--- src/design/point_to_occupancy_grid_assert.svh ---
// ----------------------------------------------------------------------------
// point_to_occupancy_grid_assert
// Assertion macros used by the occupancy grid module.
// ----------------------------------------------------------------------------
`ifndef POINT_TO_OCCUPANCY_GRID_ASSERT_SVH
`define POINT_TO_OCCUPANCY_GRID_ASSERT_SVH

// same-cycle implication, checked out of reset
`define POG_ASSERT_IMPLIES(label, ante, cons, msg) \
  label: assert property (@(posedge clk) disable iff (!rst_n) (ante) |-> (cons)) \
    else $error(msg);

// next-cycle implication, checked out of reset
`define POG_ASSERT_NEXT(label, ante, cons, msg) \
  label: assert property (@(posedge clk) disable iff (!rst_n) (ante) |=> (cons)) \
    else $error(msg);

`endif

--- src/design/pog_pkg.sv ---
// ----------------------------------------------------------------------------
// pog_pkg
// Sizes, codes, word types and helpers of the occupancy grid block.
// ----------------------------------------------------------------------------
package pog_pkg;

  // grid geometry
  localparam int MAX_ROWS    = 256;
  localparam int MAX_COLUMNS = 256;
  localparam int WORD_BITS   = 64;
  localparam int ROW_WORDS   = (MAX_COLUMNS + WORD_BITS - 1) / WORD_BITS;
  localparam int ROW_BITS    = ROW_WORDS * WORD_BITS;
  localparam int ROW_AW      = (MAX_ROWS > 1) ? $clog2(MAX_ROWS) : 1;
  localparam int COL_AW      = $clog2(ROW_BITS);

  // field widths
  localparam int COORD_W     = 32;
  localparam int CELL_SIZE_W = 24;
  localparam int HALF_W      = 8;
  localparam int INDEX_W     = 8;
  localparam int RWORD_W     = 2;
  localparam int ACTION_W    = 2;
  localparam int BITS_OUT_W  = 64;
  localparam int CFG_DATA_W  = 24;
  localparam int CFG_INDEX_W = 2;

  // active span width: covers the grid limits and twice the largest half count
  localparam int LIMIT_MAX   = (MAX_ROWS > MAX_COLUMNS) ? MAX_ROWS : MAX_COLUMNS;
  localparam int TWICE_HALF  = 2 * ((1 << HALF_W) - 1);
  localparam int SPAN_MAX    = (LIMIT_MAX > TWICE_HALF) ? LIMIT_MAX : TWICE_HALF;
  localparam int SPAN_W      = $clog2(SPAN_MAX + 1);

  // signed quotient plus offset
  localparam int SQ_W        = COORD_W + 2;

  // divider: quotient bits retired per cycle
  localparam int DIV_STEPS   = 2;
  localparam int DIV_CYCLES  = COORD_W / DIV_STEPS;
  localparam int DIV_CNT_W   = $clog2(DIV_CYCLES);

  // action codes
  localparam logic [ACTION_W-1:0] ACT_ADD   = 2'd0;
  localparam logic [ACTION_W-1:0] ACT_READ  = 2'd1;
  localparam logic [ACTION_W-1:0] ACT_CLEAR = 2'd2;

  // configuration register indexes
  localparam logic [CFG_INDEX_W-1:0] CFG_HALF_COLUMNS = 2'd0;
  localparam logic [CFG_INDEX_W-1:0] CFG_HALF_ROWS    = 2'd1;
  localparam logic [CFG_INDEX_W-1:0] CFG_CELL_SIZE    = 2'd2;

  // input word
  typedef struct packed {
    logic [ACTION_W-1:0]       action;
    logic signed [COORD_W-1:0] point_x;
    logic signed [COORD_W-1:0] point_y;
    logic [INDEX_W-1:0]        read_row;
    logic [RWORD_W-1:0]        read_word;
  } in_word_t;

  // result word
  typedef struct packed {
    logic [BITS_OUT_W-1:0] cell_bits;
    logic                  point_kept;
    logic [INDEX_W-1:0]    cell_column;
    logic [INDEX_W-1:0]    cell_row;
  } out_word_t;

  // divider status toward the sequencer
  typedef struct packed {
    logic busy;
    logic done;
  } div_status_t;

  // magnitude of a signed coordinate, the most negative value included
  function automatic logic [COORD_W-1:0] coord_mag(input logic [COORD_W-1:0] v);
    return v[COORD_W-1] ? (~v + 1'b1) : v;
  endfunction

  // active span: twice the half count, capped at the grid limit
  function automatic logic [SPAN_W-1:0] active_span(input logic [HALF_W-1:0] half,
                                                    input int limit);
    logic [SPAN_W-1:0] twice;
    twice = SPAN_W'({half, 1'b0});
    return (twice > SPAN_W'(limit)) ? SPAN_W'(limit) : twice;
  endfunction

endpackage

--- src/design/pog_divider.sv ---
// ----------------------------------------------------------------------------
// pog_divider
// Unsigned restoring divider, 32-bit dividend by 24-bit divisor, two
// quotient bits per cycle. Loads on start, pulses done when finished.
// ----------------------------------------------------------------------------
module pog_divider
  import pog_pkg::*;
(
  input  logic                   clk,
  input  logic                   rst_n,
  input  logic                   start,
  input  logic [COORD_W-1:0]     dividend,
  input  logic [CELL_SIZE_W-1:0] divisor,
  output div_status_t            status,
  output logic [COORD_W-1:0]     quotient
);

  logic                   busy_r;
  logic                   done_r;
  logic [DIV_CNT_W-1:0]   cnt_r;
  logic [COORD_W-1:0]     acc_r;
  logic [CELL_SIZE_W-1:0] rem_r;
  logic [CELL_SIZE_W-1:0] div_r;

  logic [COORD_W-1:0]     acc_nxt;
  logic [CELL_SIZE_W-1:0] rem_nxt;
  logic [CELL_SIZE_W:0]   trial;
  logic                   last;

  // two compare-subtract steps per cycle
  always_comb begin
    rem_nxt = rem_r;
    acc_nxt = acc_r;
    trial   = '0;
    for (int k = 0; k < DIV_STEPS; k++) begin
      trial   = {rem_nxt, acc_nxt[COORD_W-1]};
      acc_nxt = {acc_nxt[COORD_W-2:0], 1'b0};
      if (trial >= {1'b0, div_r}) begin
        rem_nxt    = CELL_SIZE_W'(trial - {1'b0, div_r});
        acc_nxt[0] = 1'b1;
      end else begin
        rem_nxt = trial[CELL_SIZE_W-1:0];
      end
    end
  end

  assign last = (cnt_r == DIV_CNT_W'(DIV_CYCLES - 1));

  // control
  always_ff @(posedge clk) begin
    if (!rst_n) begin
      busy_r <= 1'b0;
      done_r <= 1'b0;
      cnt_r  <= '0;
    end else if (start) begin
      busy_r <= 1'b1;
      done_r <= 1'b0;
      cnt_r  <= '0;
    end else if (busy_r) begin
      cnt_r  <= cnt_r + 1'b1;
      busy_r <= !last;
      done_r <= last;
    end else begin
      done_r <= 1'b0;
    end
  end

  // datapath
  always_ff @(posedge clk) begin
    if (start) begin
      acc_r <= dividend;
      rem_r <= '0;
      div_r <= divisor;
    end else if (busy_r) begin
      acc_r <= acc_nxt;
      rem_r <= rem_nxt;
    end
  end

  assign status.busy = busy_r;
  assign status.done = done_r;
  assign quotient    = acc_r;

endmodule

--- config.mk ---
export PLATFORM = sky130hd
export DESIGN_NAME = pog_divider
export DESIGN_NICKNAME = d
export VERILOG_FILES = /design/src/design/point_to_occupancy_grid_assert.svh /design/src/design/pog_pkg.sv /design/src/design/pog_divider.sv
export SDC_FILE = /design/constraint.sdc
export NUM_CORES = 1
export LEC_CHECK = 0
export BUFFER_PORTS_ARGS = -buffer_cell sky130_fd_sc_hd__clkbuf_2
export CORE_ASPECT_RATIO = 1.1
export CORE_MARGIN = 5
export CORE_UTILIZATION = 28
export CTS_CLUSTER_SIZE = 14
export DETAILED_ROUTE_END_ITERATION = 7
export GPL_TIMING_DRIVEN = 0
export PLACE_DENSITY = 0.45
export SLEW_MARGIN = 10
export SYNTH_ARGS = -nofsm -noshare
export SYNTH_HDL_FRONTEND = slang
export SYNTH_SLANG_ARGS = --single-unit
--- constraint.sdc ---
create_clock -name clk -period 8.6 [get_ports clk]
set_input_delay 0 -clock clk [delete_from_list [all_inputs] [get_ports clk]]
set_output_delay 0 -clock clk [all_outputs]
set_load 0.02 [all_outputs]
* After elaboration in Yosys (flattened, before gate mapping)
Index checks and enable logic that the tools add are counted.
** Word-level totals
- Output and inout port bits :: 34
- Word-level logic and storage cells :: 26
- Bits in latches :: 0
- Input port bits :: 59
- Memory bits (read-only) :: 0
- Memories :: 0
- Register bits after elaboration :: 86
- Bits in writable memories :: 0
** Operators by class
- Eq/ne operators :: 1
- Reductions and logical operators :: 4
- Multiply operators :: 0
- Bitwise operators :: 2
- Shifts and indexed selects :: 0
- Add/sub/neg operators :: 3
- Muxes and demuxes :: 8
- Divide/modulo/power cells :: 0
- $lt $le $gt $ge :: 2
** Operator list (number)
- $mux 32 :: 2
- $ge 25x24->1 :: 2
- $mux 24 :: 2
- $sub 24x24->24 :: 2
- $add 4x1->4 const B :: 1
- $eq 4x4->1 const B :: 1
- $mux 1 :: 4
- $reduce_or 3->1 :: 1
- $not 1->1 :: 2
- $reduce_bool 2->1 :: 1
- $reduce_or 2->1 :: 1
- $logic_not 1->1 :: 1

* Depth between registers and ports, before layout
- Word-level depth :: 6
- Depth in mapped cells :: 24
- Gate-level depth less buffers :: 20

* Least setup slack after synthesis
No wires, ideal clock.
- Path kind :: reg-to-reg
- From :: reg acc_r[31], in the netlist quotient[31]
- To :: reg acc_r[0], in the netlist quotient[0], data pin
- Clock period less this slack :: 4.869 ns
- Data arrival time :: 4.610 ns
- Cell stages (with the launch flop) :: 21
- Library setup time :: 0.260 ns
- Slack :: 3.731 ns
- Buffers on the path :: 1
- Data required time :: 8.340 ns
- Path through :: edfxtp_1 inv_1 ha_1 inv_1 fa_1 a21o_1 a221o_1 a221oi_1 o21a_1 nor3b_1 o31ai_1 ha_1 and3_1 and2_1 a221oi_1 o21ai_0 a31o_2 nand2_1 buf_2 nand2_1 mux2_2
** On the way
- Cells in the longest elaborated chain, start to end :: 6
- Elaborated cells between the ends (all ways) :: 7
- Those cells by class :: 1 x add/sub; 2 x order compare; 4 x mux
** Ends and longest elaborated chain
- start, declared :: line pog_divider.sv:21 : logic [COORD_W-1:0] acc_r;
- start signal, assigned :: line pog_divider.sv:71 : acc_r <= dividend;
- start signal, assigned :: line pog_divider.sv:75 : acc_r <= acc_nxt;
- $sub 24x24->24 or $ge 25x24->1 (tied branches) :: line pog_divider.sv:39, pog_divider.sv:38
- $mux 24 * :: line pog_divider.sv:38 : if (trial >= {1'b0, div_r}) begin
- $ge 25x24->1 * :: line pog_divider.sv:38
- $mux 1 * :: line pog_divider.sv:38
- $mux 32 * :: line pog_divider.sv:74 : end else if (busy_r) begin
- $mux 32 * :: line pog_divider.sv:70 : if (start) begin
Mark *: on every way between the ends. The rest lies on a longest branch, timed or not. The select of a mux whose other input is x is not followed.
A chain may end at the register's enable or synchronous reset.

* Final worst setup path
- From :: reg acc_r[31], in the netlist quotient[31]
- To :: reg rem_r[16]
** On the way
- Cells in the longest elaborated chain, start to end :: 4
- Elaborated cells between the ends (all ways) :: 6
- Those cells by class :: 2 x add/sub; 2 x order compare; 2 x mux
** Ends and longest elaborated chain
- $sub 24x24->24 or $ge 25x24->1 (tied branches) :: line pog_divider.sv:39, pog_divider.sv:38
- $mux 24 * :: line pog_divider.sv:38
- $sub 24x24->24 or $ge 25x24->1 (tied branches) :: line pog_divider.sv:39, pog_divider.sv:38
- $mux 24 * :: line pog_divider.sv:38
- end signal, assigned :: line pog_divider.sv:76 : rem_r <= rem_nxt;
- end, declared :: line pog_divider.sv:22 : logic [CELL_SIZE_W-1:0] rem_r;
Mark *: on every way between the ends. The rest lies on a longest branch, timed or not.

==> flow_summary.yaml <==
logic_synthesis:
  yosysTopAreaCell: "edfxtp_1"
  ys_seq_elements: 86
  syn_area_per_cell_um2: 9.49
  synth.area.top_cells: "edfxtp_1, ha_1, dfxtp_1, mux2_2, a21oi_1"
  synthesis.nets: 815
  synth_area_um2: 6690
  synth_top_area_share_pct: 25.1
  netlist_instances: 705
  async_flop_share_pct: 0
  synth_cell_types: 81
  synthFlopType: "edfxtp_1"
  synth-edff-count: 56
  ys_warn_count: 0
  yosysSeqAreaShare_pct: 34.1
grt:
  grt_pass1_vias: 6238
  met1_usage_pct: 21.3
  grt.busiest_layer: "met2"
  grt_overflow: 0
  antenna_found_initial: 0
  met3_usage_pct: 2.13
  grtUsageTotal_pct: 16.3
  grt.met2_usage_pct: 28.0
  grt_max_degree: 33
  grt_pass1_wl_um: 34300
critical_path:
  cp-end-kind: "register"
  path_cells: "inv_1 > ha_1 > inv_1 > fa_1 > a21o_1 > a221o_1 > a221oi_1 > o21a_1 > nor3b_1 > o31ai_1 > ha_1 > and3_1 > and2_1 > a221oi_1 > o21ai_0 > a31o_2 > and2_0 > buf_2 > nor2_2 > o311ai_1"
  start_kind: "register"
  crit_required_ns: 8.80
  cpPeakStageDelay_ns: 0.62
  critPathKind: "reg2reg"
  cp_max_fo: 9
  slowest_stage: "a221oi_1"
  worstPathArrival_ns: 6.42
power_and_ir_drop:
  power_density_nw_per_um2: 378
  power.net_switching_mw: 1.61
  peakVddDrop_mv: 0.142
  pwr-share-seq_pct: 18.1
  leakage_nw: 3.57
  power_frac_comb_pct: 68.8
  switching_share_pct: 50.5
  pwr-share-clk_pct: 13.1
  p_int_mw: 1.58
routing:
  via_per_inst: 5.19
  drt_first_pass_iters: 5
  drtIter0Drc: 294
  vias: 6101
  route.detailed.drc: 0
  ant_nets: 0
  wl_um: 21800
  wire_per_inst_um: 18.6
final_layout:
  fin_cells: 1175
  diodes: 0
  fin_util_pct: 35.6
  nets: 975
  layout-drive-gt1-share_pct: 24.0
  area_delta_synth_final_pct: 25.8
  seq_area_um2: 2280
  nFillCells: 2448
  multi_input_area_um2: 4040
timing:
  setup_slack_ns: 2.39
  slew_violations: 0
  max_freq_mhz: 161
  period_minus_slack_ns: 6.21
  relSlewSlack_pct: 43.8
  hold_slack_ns: 0.351
  skew_ns: 0.0130
  finalCritPeriodShare_pct: 72.3
  rsz0062_at_grt: "false"
  setup-tns-final_ns: 0
  final_hold_viol_count: 0
  setup-violations-final: 0
  worst_pin_slew_ns: 0.840
die:
  die_y_um: 172
  dieWidth_um: 157
  rows: 59
  die-area_um2: 27100
  core_area_um2: 23600
  start_util_pct: 28.3
  num_io_pins: 93
placement:
  pre_cts_slack_ns: 2.44
  io_buffers: 92
  dp_hpwl_um: 17100
  gp_congestion: 0.875
  dpl.cell_count: 1102
clock_network:
  clk_latency_ns: 0.36
  postCtsSetupBuffers: 0
  cts_tree: "built"
  numCtsBuffers: 9
  h-tree-depth: 3
  clock-sinks: 86
  clock_path_buffers: 2
  clk_pin_slew_worst_paths_ns: 0.08
  clock-root-buffer: "clkbuf_16"
min_path:
  worstHoldPathType: "in2reg"
run:
  drv_cap: 0
status:
  status: "completed"
==> synthesized netlist by cell type, types with 9 or more instances <==
cell type	count
a211oi_1	16
mux2_2	42
or2_2	11
a31oi_1	10
nand2_1	45
o211ai_1	10
inv_1	50
xnor2_1	19
o31ai_1	9
o21ai_0	35
a311oi_1	11
ha_1	49
edfxtp_1	56
a21o_1	17
nor2_1	47
dfxtp_1	30
nand4_1	11
a21oi_1	39
nand3_1	17
xor2_1	15
nor3_1	13
==> layout by cell type, fill, tap and decap left out, types with 5 or more instances in the layout <==
master / count
xor2_1: 15
a31oi_1: 10
nor2b_1: 6
o211ai_1: 10
nand3_1: 17
mux2i_1: 5
buf_4: 8
nor4_1: 5
o21a_1: 7
a21oi_1: 39
or2_2: 11
mux2_2: 42
and3_1: 7
buf_2: 7
a31o_2: 5
dfxtp_1: 30
inv_1: 49
clkbuf_16: 9
a211oi_1: 16
clkbuf_2: 92
o21ai_0: 35
and2_1: 6
nor2_1: 47
nand4_1: 11
nand2b_1: 6
nor3_1: 13
o31ai_1: 9
dlygate4sd3_1: 57
edfxtp_1: 56
a311oi_1: 11
a21o_1: 17
nand2_1: 45
ha_1: 49
xnor2_1: 19
clkbuf_1: 6
==> final timing paths <==
path,depth (start not counted),endpoint,startpoint,slack [ns]
min reg2reg,2,done_r,cnt_r[3],0.48
max reg2reg,20,rem_r[16],quotient[31],2.39
max,20,rem_r[16],quotient[31],2.39
min,2,div_r[2],divisor[2],0.35
==> kinds of logic after synthesis <==
family	count (synthesis)	share of synthesized area (%)
simple gates	195	15.1
fa+ha+maj	51	9.76
compound gates	213	23.2
xor+xnor	34	4.45
mux	47	7.81
flops	86	34.1
buf+inv	79	5.53
==> registers in the layout (all words and copies together), names as in the netlist <==
| signal | cells |
|---|---|
| div_r | 24 |
| busy_r | 1 |
| done_r | 1 |
| cnt_r | 4 |
| quotient | 32 |
| rem_r | 24 |
==> worst max-delay path, delay by kind of cell (launching register included) <==
kind	cells	cell delay, ns
compound gates	9	3.11
fa+ha+maj	3	0.94
flops	1	0.51
simple gates	5	1.20
buf+inv	3	0.31
==> per-stage QoR <==
step | area, um2 | power, mW
4_1_cts | 8420 | 3.19
2_1_floorplan | 6690 | 2.15
3_3_place_gp | 7540 | 2.75
6_report | 8420 | 3.19
5_1_grt | 8420 | 3.43
3_5_place_dp | 7540 | 2.74
==> cell type report <==
cell class	instances	area share [%]
Inverter	50	2.23
Clock buffer	9	2.67
Multi-Input combinational cell	540	48.0
Clock inverter	7	1.05
Timing Repair Buffer	149	12.2
Buffer	29	2.17
Tap cell	305	4.53
Sequential cell	86	27.1
==> per-layer routing <==
metal / share of wire, % / wire length [um] / vias up
met2: 48 / 10600 / 194
met4: 1.8 / 399 / 0
li1: - / - / 2994
met5: 0 / 0 / -
met1: 45 / 9810 / 2887
met3: 4.9 / 1070 / 26
==> power by group through the flow <==
stage	logic, mW	registers, mW	clock network, mW
3_5_place_dp	2.15	0.583	0
2_1_floorplan	1.56	0.587	0
4_1_cts	2.18	0.576	0.431
5_1_grt	2.40	0.585	0.444
3_3_place_gp	2.16	0.584	0
6_report	2.19	0.576	0.419
==> what timing repair did <==
action / in CTS / in global routing
resized for setup: 0 / 0
hold buffers: 57 / 0
endpoints found under the hold margin: 61 / 0
(Power assumes the default switching activity.)
